<file path="config.mk">
export PLATFORM = sky130hd
export DESIGN_NAME = signed_int_alu_div_mod_core
export DESIGN_NICKNAME = d
export VERILOG_FILES = /design/src/hw/rtl/sadm_pkg.sv /design/src/hw/rtl/sadm_addsub.sv /design/src/hw/rtl/signed_int_alu_div_mod_core.sv
export SDC_FILE = /design/constraint.sdc
export NUM_CORES = 1
export LEC_CHECK = 0
export BUFFER_PORTS_ARGS = -buffer_cell sky130_fd_sc_hd__buf_4
export CORE_UTILIZATION = 30
export CTS_CLUSTER_DIAMETER = 80
export CTS_CLUSTER_SIZE = 25
export DETAILED_ROUTE_END_ITERATION = 16
export PLACE_DENSITY = 0.52
export RECOVER_POWER = 25
export SETUP_SLACK_MARGIN = 0.02
export SLEW_MARGIN = 20
export SYNTH_ARGS = -nofsm -noshare
export SYNTH_HDL_FRONTEND = slang
export SYNTH_HIERARCHICAL = 1
export SYNTH_SLANG_ARGS = --single-unit
</file>
<file path="constraint.sdc">
create_clock -name clk -period 6.6 [get_ports clk]
set_input_delay 1.32 -clock clk [delete_from_list [all_inputs] [get_ports clk]]
set_output_delay 1.32 -clock clk [all_outputs]
set_load 0.02 [all_outputs]
</file>
<file path="src/hw/rtl/sadm_pkg.sv">
// shared types and constants for the signed integer alu with divider
// no dependencies; imported by the core, the adder, the checker and the bench

package sadm_pkg;

  localparam int DATA_W = 32;
  localparam int FUNC_W = 3;

  typedef logic [FUNC_W-1:0] func_t;
  typedef logic [DATA_W-1:0] data_t;

  localparam func_t FUNC_ADD = 3'd0;
  localparam func_t FUNC_SUB = 3'd1;
  localparam func_t FUNC_MUL = 3'd2;
  localparam func_t FUNC_DIV = 3'd3;
  localparam func_t FUNC_MOD = 3'd4;

  // operand steering for the shared adder
  typedef struct packed {
    logic sub;
  } add_ctl_t;

endpackage

</file>
<file path="src/hw/rtl/sadm_addsub.sv">
// shared add/subtract unit used by every step of the alu sequencer
// depends on sadm_pkg for the control struct

module sadm_addsub #(
  parameter int N = 34
) (
  input  logic [N-1:0]     a,
  input  logic [N-1:0]     b,
  input  sadm_pkg::add_ctl_t ctl,
  output logic [N-1:0]     sum
);
  import sadm_pkg::*;

  logic [N-1:0] b_inv;

  assign b_inv = ctl.sub ? ~b : b;
  assign sum   = a + b_inv + N'(ctl.sub);

endmodule

</file>
<file path="src/hw/rtl/signed_int_alu_div_mod_core.sv">
// signed integer alu: add, subtract, multiply, divide, modulo with sticky error
// depends on sadm_pkg and sadm_addsub
//
// usage: drive func, x and y and raise start while busy is low; that edge takes
// the beat. busy stays high while the item is worked on, and a single-cycle done
// strobe marks result and error_code. the receiver cannot stall; the result
// register holds until the next done. a new start may be given in the cycle
// that done is high.
// steps from the accepted beat to the done strobe:
//   add, subtract, unused codes, zero divisor: the S_ALU step
//   multiply: one shift-add step (S_MUL) per multiplier bit
//   divide, modulo: two magnitude steps (S_NEGX, S_NEGY), one restoring step
//   (S_DIV) per dividend bit, one sign fixup (S_FIX)
// all of it goes through one shared adder of WIDTH + 2 bits.
// operands use their low WIDTH bits sign-extended; results are sign-extended or
// truncated to 32 bits. reset returns to idle and clears the error register.

module signed_int_alu_div_mod_core #(
  parameter int WIDTH = 32
) (
  input  logic                 clk,
  input  logic                 rst,
  input  logic                 start,
  output logic                 busy,
  input  sadm_pkg::func_t      func,
  input  sadm_pkg::data_t      x,
  input  sadm_pkg::data_t      y,
  output logic                 done,
  output sadm_pkg::data_t      result,
  output logic                 error_code
);
  import sadm_pkg::*;

  localparam int UW    = WIDTH + 2;
  localparam int CNT_W = $clog2(WIDTH);

  typedef enum logic [2:0] {
    S_IDLE, S_ALU, S_NEGX, S_NEGY, S_MUL, S_DIV, S_FIX
  } state_t;

  state_t             state;
  func_t              func_r;
  logic [WIDTH-1:0]   a;
  logic [WIDTH-1:0]   b;
  logic [WIDTH-1:0]   acc;
  logic [CNT_W-1:0]   cnt;
  logic               xneg;
  logic               yneg;
  logic               last_error;

  logic [WIDTH-1:0]   x_ext;
  logic [WIDTH-1:0]   y_ext;
  logic [UW-1:0]      op_a;
  logic [UW-1:0]      op_b;
  add_ctl_t           ctl;
  logic [UW-1:0]      sum;
  logic [WIDTH-1:0]   sum_w;
  logic [WIDTH:0]     shifted;
  logic               last_step;

  assign x_ext     = WIDTH'($signed(x));
  assign y_ext     = WIDTH'($signed(y));
  assign sum_w     = sum[WIDTH-1:0];
  assign shifted   = {acc, a[WIDTH-1]};
  assign last_step = (cnt == CNT_W'(WIDTH - 1));

  assign busy       = (state != S_IDLE);
  assign error_code = last_error;

  // operand steering for the shared adder
  always_comb begin
    op_a    = '0;
    op_b    = '0;
    ctl.sub = 1'b0;
    case (state)
      S_ALU: begin
        op_a    = {2'b00, a};
        op_b    = {2'b00, b};
        ctl.sub = (func_r == FUNC_SUB);
      end
      S_NEGX: begin
        op_b    = {2'b00, a};
        ctl.sub = 1'b1;
      end
      S_NEGY: begin
        op_b    = {2'b00, b};
        ctl.sub = 1'b1;
      end
      S_MUL: begin
        op_a = {2'b00, acc};
        op_b = {2'b00, a};
      end
      S_DIV: begin
        op_a    = {1'b0, shifted};
        op_b    = {2'b00, b};
        ctl.sub = 1'b1;
      end
      S_FIX: begin
        // quotient negate, or |y| - remainder for modulo
        if (func_r == FUNC_MOD) begin
          op_a = {2'b00, b};
          op_b = {2'b00, acc};
        end else begin
          op_b = {2'b00, a};
        end
        ctl.sub = 1'b1;
      end
      default: begin
        op_a = '0;
      end
    endcase
  end

  sadm_addsub #(.N(UW)) u_addsub (
    .a   (op_a),
    .b   (op_b),
    .ctl (ctl),
    .sum (sum)
  );

  always_ff @(posedge clk) begin
    if (rst) begin
      state      <= S_IDLE;
      done       <= 1'b0;
      last_error <= 1'b0;
    end else begin
      done <= 1'b0;
      case (state)
        S_IDLE: begin
          if (start) begin
            func_r <= func;
            a      <= x_ext;
            b      <= y_ext;
            acc    <= '0;
            cnt    <= '0;
            xneg   <= x_ext[WIDTH-1];
            yneg   <= y_ext[WIDTH-1];
            if (func == FUNC_MUL) begin
              state <= S_MUL;
            end else if ((func == FUNC_DIV || func == FUNC_MOD) && y_ext != '0) begin
              state <= S_NEGX;
            end else begin
              state <= S_ALU;
            end
          end
        end
        S_ALU: begin
          state <= S_IDLE;
          done  <= 1'b1;
          case (func_r)
            FUNC_ADD, FUNC_SUB: begin
              result <= DATA_W'($signed(sum_w));
            end
            FUNC_DIV, FUNC_MOD: begin
              // only reached here with a zero divisor
              result     <= '1;
              last_error <= 1'b1;
            end
            default: begin
              result <= '0;
            end
          endcase
        end
        S_NEGX: begin
          if (xneg) begin
            a <= sum_w;
          end
          state <= S_NEGY;
        end
        S_NEGY: begin
          if (yneg) begin
            b <= sum_w;
          end
          state <= S_DIV;
        end
        S_MUL: begin
          if (b[0]) begin
            acc <= sum_w;
          end
          a   <= {a[WIDTH-2:0], 1'b0};
          b   <= {1'b0, b[WIDTH-1:1]};
          cnt <= cnt + 1'b1;
          if (last_step) begin
            state  <= S_IDLE;
            done   <= 1'b1;
            result <= DATA_W'($signed(b[0] ? sum_w : acc));
          end
        end
        S_DIV: begin
          // restoring step: keep the difference when no borrow
          if (!sum[UW-1]) begin
            acc <= sum_w;
          end else begin
            acc <= shifted[WIDTH-1:0];
          end
          a   <= {a[WIDTH-2:0], ~sum[UW-1]};
          cnt <= cnt + 1'b1;
          if (last_step) begin
            state <= S_FIX;
          end
        end
        S_FIX: begin
          state      <= S_IDLE;
          done       <= 1'b1;
          last_error <= 1'b0;
          if (func_r == FUNC_MOD) begin
            result <= DATA_W'($signed((xneg && acc != '0) ? sum_w : acc));
          end else begin
            result <= DATA_W'($signed((xneg ^ yneg) ? sum_w : a));
          end
        end
        default: begin
          state <= S_IDLE;
        end
      endcase
    end
  end

endmodule

</file>
# --- Word-level counts from Yosys, hierarchy flattened ---
# Index checks and enable logic that the tools add are counted.
totals:
  reg_bits: 143
classes:
  bitwise: 4
  n_eq_ne: 19
  add_sub_neg: 3
  muxes: 34
  n_reduce_logical: 29
ops:
  columns: ["op", "n"]
  rows:
  - ["$mux W32", 13]
  - ["$pmux W32 S3", 4]
  - ["$pmux W33 S4", 1]
  - ["$pmux W32 S4", 1]
  - ["$pmux W32 S2", 1]
  - ["$reduce_bool A32 Y1", 2]
  - ["$add A33 B34 Y34", 1]
  - ["$add A34 B1 Y34", 1]
  - ["$mux W34", 1]
  - ["$not A32 Y34", 1]
  - ["$eq A3 B2 Y1 const B", 5]
  - ["$eq A3 B3 Y1 const B", 5]
  - ["$pmux W3 S5", 1]
  - ["$reduce_and A3 Y1", 5]
  - ["$mux W3", 4]
  - ["$ne A2 B2 Y1 const B", 6]
  - ["$reduce_bool A3 Y1", 4]
  - ["$pmux W5 S2", 1]
  - ["$reduce_or A2 Y1", 5]
  - ["$reduce_and A4 Y1", 2]
  - ["$eq A3 B1 Y1 const B", 2]
  - ["$logic_not A3 Y1", 2]
  - ["$pmux W1 S2", 3]
  - ["$add A5 B1 Y5 const B", 1]
  - ["other kinds (13)", 17]

# --- Longest topological paths before layout ---
# Gate-level depths: netlist of the first run.
logic_depth:
  word_depth: 10
  depth_mapped: 23
  depth_no_buf: 18

# --- Hierarchy ---
# The synthesis of the first run kept the hierarchy.
by_module_without_submodules:
  columns: ["module", "n_inst", "cells_per_inst", "area_each_um2", "seq_area_each_um2"]
  rows:
  - ["signed_int_alu_div_mod_core", 1, 1054, 9990.8, 4244.1]
  - ["sadm_addsub", 1, 294, 2088.3, 0.0]

# --- Least setup slack after synthesis of the first run ---
# OpenSTA, ideal clock, no wires.
synth_timing:
  path_kind: "register -> register"
  startpoint: "reg state[0]"
  endpoint: "reg a[0], data pin"
  path_slack_ps: 1724
  setup_ps: 262
  arrival_ps: 4614
  path_stages_with_launch: 22
  cell_sequence: "dfxtp_1 -> clkbuf_2 -> clkbuf_1 -> clkbuf_1 -> a21oi_1 -> a21oi_1 -> buf_2 -> buf_1 -> xor2_1 -> ha_1 -> a21oi_1 -> o21ai_0 -> nor3_1 -> o221ai_1 -> a21oi_1 -> nor4b_1 -> nor3_1 -> clkbuf_1 -> clkbuf_1 -> o22ai_1 -> a21oi_1 -> o21ai_0"
synth_between:
  elab_cells_between_ends: 20
  classes_between: "add/sub: 2; eq/ne: 6; mux: 6; bitwise: 2; reduce/logical: 4"
synth_lines:
  columns: ["item", "line", "text"]
  rows:
  - ["from (decl)", "signed_int_alu_div_mod_core.sv:41", "state_t state;"]
  - ["from (signal assigned)", "signed_int_alu_div_mod_core.sv:123", "state <= S_IDLE;"]
  - ["from (signal assigned)", "signed_int_alu_div_mod_core.sv:139", "state <= S_MUL;"]
  - ["from (signal assigned)", "signed_int_alu_div_mod_core.sv:141", "state <= S_NEGX;"]
  - ["$eq A3 B3 Y1 or $eq A3 B2 Y1 (tied branches)", "signed_int_alu_div_mod_core.sv:75", "case (state)"]
  - ["$reduce_or A4 Y1 (no line)", null, null]
  - ["$pmux W1 S2 (*)", "signed_int_alu_div_mod_core.sv:75", null]
  - ["net ctl", "signed_int_alu_div_mod_core.sv:55", "add_ctl_t ctl;"]
  - ["$mux W34", "sadm_addsub.sv:16", "assign b_inv = ctl.sub ? ~b : b;"]
  - ["$add A33 B34 Y34", "sadm_addsub.sv:17", "assign sum = a + b_inv + N'(ctl.sub);"]
  - ["$add A34 B1 Y34 (*)", "sadm_addsub.sv:17", null]
  - ["net sum[33]", "signed_int_alu_div_mod_core.sv:56", "logic [UW-1:0] sum;"]
  - ["$not A1 Y1 (*)", "signed_int_alu_div_mod_core.sv:196", "a <= {a[WIDTH-2:0], ~sum[UW-1]};"]
  - ["$pmux W32 S4 (*)", "signed_int_alu_div_mod_core.sv:128", "case (state)"]
  - ["to (signal assigned)", "signed_int_alu_div_mod_core.sv:132", "a <= x_ext;"]
  - ["to (signal assigned)", "signed_int_alu_div_mod_core.sv:166", "a <= sum_w;"]
  - ["to (signal assigned)", "signed_int_alu_div_mod_core.sv:196", null]
  - ["to (decl)", "signed_int_alu_div_mod_core.sv:43", "logic [WIDTH-1:0] a;"]
# Mark *: on every way through the listed nets, which the timed path passes. The rest lies on a longest branch. The select of a mux whose other input is x is not followed.
# A chain may end at the register's enable or synchronous reset.

# --- Final worst setup path of the first run ---
layout_timing:
  startpoint: "reg state[0]"
  endpoint: "reg result[29], data pin"
layout_between:
  elab_chain_cells: 10
  elab_cells_between_ends: 23
  classes_between: "add/sub: 2; eq/ne: 6; mux: 11; bitwise: 1; reduce/logical: 3"
layout_lines:
  columns: ["item", "line", "text"]
  rows:
  - ["$eq A3 B3 Y1 (tied with other cells)", "signed_int_alu_div_mod_core.sv:75", null]
  - ["$reduce_or A3 Y1 (no line) or $reduce_or A2 Y1 (tied branches)", null, null]
  - ["$pmux W32 S3 (*)", "signed_int_alu_div_mod_core.sv:75", null]
  - ["net op_b[8]", "signed_int_alu_div_mod_core.sv:54", "logic [UW-1:0] op_b;"]
  - ["$not A32 Y34", "sadm_addsub.sv:16", null]
  - ["$mux W34 (*)", "sadm_addsub.sv:16", null]
  - ["$add A33 B34 Y34 (*)", "sadm_addsub.sv:17", null]
  - ["$add A34 B1 Y34 (*)", "sadm_addsub.sv:17", null]
  - ["net sum[29]", "signed_int_alu_div_mod_core.sv:56", null]
  - ["$mux W32, on equally long branches", null, null]
  - ["$mux W32, on equally long branches", "signed_int_alu_div_mod_core.sv:206, signed_int_alu_div_mod_core.sv:183", null]
  - ["$pmux W32 S3 (*)", "signed_int_alu_div_mod_core.sv:128", null]
  - ["to (signal assigned)", "signed_int_alu_div_mod_core.sv:152", "result <= DATA_W'($signed(sum_w));"]
  - ["to (signal assigned)", "signed_int_alu_div_mod_core.sv:207", "result <= DATA_W'($signed((xneg && acc != '0) ? sum_w : acc));"]
  - ["to (signal assigned)", "signed_int_alu_div_mod_core.sv:209", "result <= DATA_W'($signed((xneg ^ yneg) ? sum_w : a));"]
  - ["to (decl)", "signed_int_alu_div_mod_core.sv:29", "output sadm_pkg::data_t result,"]
# Marks and branches as above.

==> results of run 1 <==
layout make-up:
cell class                 instances  area, um^2  area share [%]
multi-input combinational       1051        7260            52.5
clock buffer                      21         440            3.19
inverter                          37         139            1.01
timing repair buffer             137         961            6.96
clock inverter                    11         121           0.878
tap                              518         648            4.69
sequential                       143        4250            30.8
stage by stage:
step | power (mW) | instance area (um^2) | hold slack (ns) | std cells | worst slack [ns]
final | 3.50 | 13800 | 0.595 | 1918 | 1.03
after detailed placement | 2.52 | 13300 | 0.577 | 1886 | 1.18
after global placement | 2.51 | 13300 | 0.582 | 1885 | 1.27
after global routing | 3.68 | 13800 | 0.608 | 1918 | 0.498
after CTS | 3.51 | 13900 | 0.595 | 1918 | 1.12
after floorplan | 2.13 | 12000 | 0.563 | 1341 | 1.72
power by group:
part | internal, mW | switching [mW]
logic | 0.482 | 0.838
registers | 1.11 | 0.0955
clock network | 0.555 | 0.423
metal layers:
metal / vias to the layer above / GRT usage, % / part of all wire [%]
met5: - / 0 / 0
met4: 0 / 6.61 / 2.0
met3: 48 / 3.45 / 6.9
met2: 469 / 32.8 / 46
met1: 5425 / 28.9 / 45
li1: 5185 / - / -
state kept, by name, summed over array words and instances (netlist names):
name and flops:
a 32, acc 32, b 32, result 32, cnt 5, func_r 3
state 3, done 1, error_code 1, xneg 1, yneg 1
final timing paths:
check	end	depth (start not counted)	from
setup / recovery	result[29]	18	state[0]
hold / removal	cnt[0]	1	cnt[0]
setup reg to reg	result[29]	18	state[0]
hold reg to reg	cnt[0]	1	cnt[0]
worst register-to-register path: cells and delay by family, from the launching register on:
kind / cells / cell delay, ns
compound gates: 8 / 1.96
simple gates: 3 / 1.02
buf+inv: 3 / 0.85
xor+xnor: 2 / 0.70
flops: 1 / 0.41
fa+ha+maj: 1 / 0.30
mux: 1 / 0.17
==> impl_metrics.ini, run 1 <==
[outcome]
status = finished with violations
violations = max-capacitance violations, max-slew violations

[routing]
routed_via_density = 5.80
post_drt_wl_per_cell_um = 22.3
postRouteAntennaNets = 0
drc = 0
drt_iter0_drc = 1240
routed_wl_um = 42700
first_pass_iters = 8
vias = 11100

[placement]
portBuffers = 104
dp_hpwl_um = 29300
gp_congestion = 0.889

[cts]
hold_buffers = 0
clkTransAtPathRegs_ns = 0.06
root_buffer = clkbuf_16
cts_buffers = 17
cts-resized-gates = 0
cts_tree = done
clk-insertion-delay-late_ns = 0.46
cts_max_path_buffers = 2
htreeDepth = 4
post_cts_buffers = 0
cts.sinks = 143

[final_layout]
diodes = 0
drive_gt1_share_pct = 16.4
final_common_cell = nand2_1
synthToLayoutAreaGrowth_pct = 14.9
nNetsFinal = 1492
post-route-util_pct = 35.3
fill_cells = 4063
layout_common_cells = nand2_1 (226), edfxtp_1 (138), buf_4 (116)

[logic_synthesis]
syn_area_um2 = 12000
synth_warnings = 6
postSynthCellCount = 1339
syn_avg_cell_area_um2 = 8.98

[global_route]
antenna_found_initial = 0
grt_pass1_vias = 10700
overflow = 0
track_usage_pct = 20.8
grt_max_degree = 64
grt_pass1_wl_um = 65800

[hold_path]
hp-class = reg -> reg

[timing]
setup_viol = 0
fin_crit_sh_pct = 84.3
period_needed_ns = 5.57
hold_viol = 0
fmax_ghz = 0.180
clock-skew-final_ns = 0.0186
final.setup.tns_ns = 0
rsz0062_at_grt = false
slew_headroom_pct = -14.3
slew_violations = 41
tightest_slew_ns = 1.71

[setup_path]
startpoint_type = register
crit_type = reg -> reg
path_buf_inv = 3
path_cells = buf_4 -> inv_1 -> nor2_2 -> a222oi_1 -> inv_1 -> xor2_1 -> ha_1 -> a21oi_1 -> o21ai_0 -> nor3_1 -> o221ai_1 -> a2111oi_0 -> nor3_1 -> xor2_1 -> mux2i_1 -> a21oi_1 -> o21ai_1 -> o2111ai_2
crit_path_top_delay_cell = nor2_2
path_delay_family = compound AO/OA/AOI/OAI gates
worstPathArrival_ns = 5.86
cp_max_fo = 46
rrSetupSlack_ns = 1.03
critPathMaxStageDelay_ns = 0.68
required_ns = 6.89
cp-end-kind = register

[floorplanning]
initial_core_util_pct = 30.7
core_um2 = 39100
die_h_um = 202
die_w_um = 202
placementRows = 72
dieArea_um2 = 40900
pin_count = 105

[pwr]
powerDensity_nw_per_um2 = 253
power.leakage_nw = 5.76
peakVddDrop_mv = 0.137

[run]
max_cap_viol_count = 2
No activity file was read; power rests on OpenSTA's default activity.
==> run 2, diff against run 1 <==
--- a/config.mk
+++ b/config.mk
@@ -5,12 +5,13 @@
 export SDC_FILE = /design/constraint.sdc
 export NUM_CORES = 1
 export LEC_CHECK = 0
+export ABC_AREA = 1
 export BUFFER_PORTS_ARGS = -buffer_cell sky130_fd_sc_hd__buf_4
 export CORE_UTILIZATION = 30
 export CTS_CLUSTER_DIAMETER = 80
 export CTS_CLUSTER_SIZE = 25
 export DETAILED_ROUTE_END_ITERATION = 16
-export PLACE_DENSITY = 0.52
+export PLACE_DENSITY = 0.53
 export RECOVER_POWER = 25
 export SETUP_SLACK_MARGIN = 0.02
 export SLEW_MARGIN = 20
==> constraint.sdc (replaced) <==
create_clock -name clk -period 4.6 [get_ports clk]
set_input_delay 0.92 -clock clk [delete_from_list [all_inputs] [get_ports clk]]
set_output_delay 0.92 -clock clk [all_outputs]
set_load 0.02 [all_outputs]
==> run 2 against run 1 <==
The flow still finishes with violations (max-capacitance violations, max-slew violations). Core utilization down 0.27 points. Fmax is 32% higher. Die area rose by 9.3%. Register-to-register slack got worse by 0.66 ns. Clock power increased by 52%. Sequential share of layout area fell by 2.7 points. Count of clock-buffer cells in the layout fell by 3. Critical path depth is 4 higher. Clock skew shrank 0.0032 ns. Worst setup slack worse by 0.66 ns. Worst hold slack worse by 0.10 ns. Sequential power up 59%. Largest power group unchanged.
==> impl_metrics.ini, run 2 <==
[outcome]
status = finished with violations
violations = max-capacitance violations, max-slew violations

[routing]
first_pass_iters = 6
drc = 0
post_drt_wl_per_cell_um = 20.0
postRouteAntennaNets = 0
routed_via_density = 5.31
vias = 13700
drt_iter0_drc = 1314
routed_wl_um = 51700

[setup_path]
cp_max_fo = 74
path_buf_inv = 3
worstPathArrival_ns = 4.43
rrSetupSlack_ns = 0.37
crit_path_top_delay_cell = edfxtp_1
startpoint_type = register
worstSetupStartpoint = func_r[1]
path_delay_family = compound AO/OA/AOI/OAI gates
r2r_start = func_r[1]
required_ns = 4.80
worstSetupPathDepth = 22
critPathMaxStageDelay_ns = 0.48
r2r_cells = 22
cp-endpoint = result[26]
worst_path_most_repeated_cell = nand2_1
crit_type = reg -> reg
path_cells = nor2_1 -> inv_1 -> nor2_4 -> buf_12 -> nand2_1 -> o211ai_1 -> o221ai_1 -> xor2_1 -> ha_1 -> a21oi_1 -> o21ai_0 -> nand2_1 -> nand2_1 -> a21oi_1 -> nand2_1 -> nand2_1 -> nand2_1 -> inv_1 -> a21oi_1 -> and2_1 -> a21oi_1 -> nand2_1
r2r-end = result[26]
cp-end-kind = register

[cts]
clkTransAtPathRegs_ns = 0.07
clk-insertion-delay-late_ns = 0.45
hold_buffers = 0
root_buffer = clkbuf_16
htreeDepth = 4
cts_tree = done
cts_max_path_buffers = 2
cts.sinks = 143
cts_buffers = 17

[final_layout]
multiInputGateArea_um2 = 7370
regArea_um2 = 4250
finalNonFillerCells = 2585
synthToLayoutAreaGrowth_pct = 15.1
nNetsFinal = 2092
layout_common_cells = nand2_1 (511), inv_1 (291), nor2_1 (150)
drive_gt1_share_pct = 10.8
fill_cells = 4715
fin_area_um2 = 15100
final_common_cell = nand2_1
diodes = 0

[pwr]
peakVddDrop_mv = 0.220
power.leakage_nw = 7.04
powerDensity_nw_per_um2 = 460

[timing]
fmax_ghz = 0.236
slew_violations = 24
slew_headroom_pct = -6.74
holdWs_ns = 0.492
period_needed_ns = 4.23
fin_ws_ns = 0.370
tightest_slew_ns = 1.60
setup_viol = 0
rsz0062_at_grt = false
clock-skew-final_ns = 0.0155
hold_viol = 0
final.setup.tns_ns = 0
fin_crit_sh_pct = 92.0

[global_route]
antenna_found_initial = 0
grt_pass1_vias = 13500
overflow = 0
grt_max_degree = 75
track_usage_pct = 23.4
grt_pass1_wl_um = 79300

[floorplanning]
core_um2 = 43200
initial_core_util_pct = 30.5
dieArea_um2 = 44700
die_w_um = 211
pin_count = 105
placementRows = 76
die_h_um = 211

[run]
max_cap_viol_count = 1

[hold_path]
hp-class = reg -> reg

[placement]
gp_congestion = 0.958
dp_worst_setup_slack_ns = 0.186
placed_area_um2 = 14700
dp_cells = 2551
dp_hpwl_um = 35800
portBuffers = 104

[logic_synthesis]
synth_warnings = 6
postSynthCellCount = 1926
syn_area_um2 = 13200
syn_avg_cell_area_um2 = 6.83
==> run 2: layout make-up <==
type                            count  area share (%)
Timing Repair Buffer              145            6.83
Clock buffer                       18            2.83
Inverter                          309            7.66
Multi-Input combinational cell   1371            48.7
Sequential cell                   143            28.0
Tap cell                          585            4.83
Clock inverter                     14            1.10
==> run 2: power by group <==
group,switching (mW),internal [mW]
clock network,0.635,0.852
registers,0.159,1.75
logic,2.51,1.05
==> run 2: routing by layer <==
metal  vias up  track usage, %  routed length [um]
met5         -               0                   0
met4         0            8.02                1240
met3        87            3.44                3890
met2       647            37.7               23600
met1      6400            31.7               23000
li1       6585               -                   -
==> run 2: worst min path at each step <==
stage | depth (start not counted) | start | endpoint
2_1_floorplan | 2 | error_code | error_code
3_3_place_gp | 2 | error_code | error_code
3_5_place_dp | 2 | error_code | error_code
4_1_cts | 2 | error_code | error_code
5_1_grt | 2 | error_code | error_code
6_report | 2 | error_code | error_code
==> run 2: through the flow <==
stage / util (%) / power (mW)
4_1_cts: 35.3 / 6.94
3_3_place_gp: 33.9 / 5.41
6_report: 35.1 / 6.96
3_5_place_dp: 33.9 / 5.43
2_1_floorplan: - / 4.33
5_1_grt: 35.1 / 7.44
==> run 2: timing repair <==
item                                    4_1_cts  5_1_grt
resized for setup                             0        7
endpoints found under the setup margin        0       56
buffers inserted                              0        1
==> run 2: worst register-to-register path, stage by stage, from the launching register on <==
cell	delay [ns]
edfxtp_1	0.48
nor2_1	0.14
inv_1	0.09
nor2_4	0.18
buf_12	0.30
nand2_1	0.18
o211ai_1	0.10
o221ai_1	0.16
xor2_1	0.19
ha_1	0.34
a21oi_1	0.24
o21ai_0	0.19
nand2_1	0.12
nand2_1	0.09
a21oi_1	0.29
nand2_1	0.09
nand2_1	0.07
nand2_1	0.11
inv_1	0.14
a21oi_1	0.08
and2_1	0.19
a21oi_1	0.14
nand2_1	0.08
==> run 3, diff against run 2 <==
--- a/config.mk
+++ b/config.mk
@@ -7,11 +7,13 @@
 export LEC_CHECK = 0
 export ABC_AREA = 1
 export BUFFER_PORTS_ARGS = -buffer_cell sky130_fd_sc_hd__buf_4
+export CELL_PAD_IN_SITES_DETAIL_PLACEMENT = 1
+export CELL_PAD_IN_SITES_GLOBAL_PLACEMENT = 2
 export CORE_UTILIZATION = 30
 export CTS_CLUSTER_DIAMETER = 80
 export CTS_CLUSTER_SIZE = 25
 export DETAILED_ROUTE_END_ITERATION = 16
-export PLACE_DENSITY = 0.53
+export PLACE_DENSITY = 0.81
 export RECOVER_POWER = 25
 export SETUP_SLACK_MARGIN = 0.02
 export SLEW_MARGIN = 20
==> run 3 against run 2 <==
The run still ends with max-capacitance violations, max-slew violations left. Via count increased by 2.2%. Design area is 1.9% higher. Sequential share of layout area decreased by 0.52 points. Worst hold slack improved by 0.0033 ns. Sequential cell count did not move. Sequential power is essentially flat.
==> impl_metrics.ini, run 3 (synthesis gave the netlist of run 2 again) <==
[cts]
hold_buffers = 0
clkTransAtPathRegs_ns = 0.07
cts.sinks = 143
cts_max_path_buffers = 2
cts_buffers = 17
cts_tree = done
clk-insertion-delay-late_ns = 0.48
post_cts_buffers = 0
root_buffer = clkbuf_16
htreeDepth = 4

[routing]
drt_iter0_drc = 947
routed_via_density = 5.35
vias = 14000
routed_wl_um = 55600
postRouteAntennaNets = 0
drc = 0
post_drt_wl_per_cell_um = 21.2
first_pass_iters = 5

[timing]
tightest_slew_ns = 1.74
final.setup.tns_ns = 0
rsz0062_at_grt = false
clock-skew-final_ns = 0.0165
fin_crit_sh_pct = 93.8
setup_viol = 0
period_needed_ns = 4.31
hold_viol = 0
slew_headroom_pct = -16.3
fmax_ghz = 0.232
slew_violations = 22

[floorplanning]
die_h_um = 211
core_um2 = 43200
placementRows = 76
die_w_um = 211
pin_count = 105
dieArea_um2 = 44700
initial_core_util_pct = 30.5

[global_route]
grt_pass1_vias = 14800
track_usage_pct = 25.4
grt_max_degree = 65
overflow = 0
antenna_found_initial = 0
grt_pass1_wl_um = 86300

[placement]
gp_congestion = 0.939
portBuffers = 104
dp_hpwl_um = 40600

[setup_path]
required_ns = 4.82
path_delay_family = simple AND/OR/NAND/NOR gates
startpoint_type = register
cp-end-kind = register
crit_type = reg -> reg
worstPathArrival_ns = 4.53
crit_path_top_delay_cell = edfxtp_1
worst_path_most_repeated_cell = nand2_1
cp_max_fo = 6
critPathMaxStageDelay_ns = 0.48
path_buf_inv = 5

[pwr]
power_frac_comb_pct = 53.1
powerDensity_nw_per_um2 = 474
p_int_mw = 3.87
swShare_pct = 47.0
clkPwrFrac_pct = 20.8
power.leakage_nw = 7.22
seqPwrFrac_pct = 26.1
switching_power_mw = 3.44
peakVddDrop_mv = 0.324

[final_layout]
drive_gt1_share_pct = 12.0
post-route-util_pct = 35.7
synthToLayoutAreaGrowth_pct = 17.3
final_common_cell = nand2_1
layout_common_cells = nand2_1 (512), inv_1 (290), nor2_1 (150)
nNetsFinal = 2126
diodes = 0

[outcome]
violations = max-capacitance violations, max-slew violations
status = finished with violations

[run]
max_cap_viol_count = 1

[hold_path]
hp-class = reg -> reg
==> run 3: through the flow <==
stage | std cells | area [um^2] | power (mW) | hold slack, ns | worst slack (ns)
4_1_cts | 2619 | 15600 | 7.34 | 0.509 | 0.309
3_5_place_dp | 2587 | 15000 | 5.79 | 0.499 | 0.368
3_3_place_gp | 2587 | 15000 | 5.69 | 0.499 | 0.403
2_1_floorplan | 1928 | 13200 | 4.33 | 0.541 | 0.374
5_1_grt | 2619 | 15400 | 7.77 | 0.516 | 0.0267
6_report | 2619 | 15400 | 7.31 | 0.495 | 0.287
==> run 3: layer usage <==
| metal | track usage [%] | routed length (um) | vias up |
|---|---|---|---|
| li1 | - | - | 6650 |
| met3 | 3.03 | 2480 | 74 |
| met2 | 42.2 | 26200 | 387 |
| met5 | 0 | 0 | - |
| met4 | 9.17 | 1370 | 0 |
| met1 | 33.9 | 25500 | 6910 |
==> run 3: cell type report <==
cell class | instances | area (um^2)
Inverter | 309 | 1160
Tap cell | 585 | 732
Fill cell | 5549 | 27700
Sequential cell | 143 | 4250
Clock buffer | 19 | 433
Multi-Input combinational cell | 1371 | 7370
Clock inverter | 13 | 169
Timing Repair Buffer | 179 | 1310
==> run 3: worst min-delay path: stages (launching register included) <==
cell and delay [ns]:
dfxtp_1 0.33, nand2_1 0.07, a21oi_1 0.05
==> run 3: final timing paths <==
check / startpoint / endpoint / slack [ns] / cells after the start
min reg2reg: error_code / error_code / 0.50 / 2
max reg2reg: func_r[1] / result[26] / 0.29 / 25
max: func_r[1] / result[26] / 0.29 / 25
min: error_code / error_code / 0.50 / 2
==> run 3: what timing repair did <==
action | in CTS | in global routing
resized for setup | 0 | 4
endpoints found under the hold margin | 0 | 0
endpoints found under the setup margin | 0 | 22
==> run 3: power groups by stage <==
stage	registers (mW)	logic, mW	clock network [mW]
2_1_floorplan	1.92	2.41	0
3_3_place_gp	1.92	3.77	0
3_5_place_dp	1.93	3.86	0
4_1_cts	1.90	3.89	1.55
5_1_grt	1.93	4.26	1.58
6_report	1.91	3.88	1.52
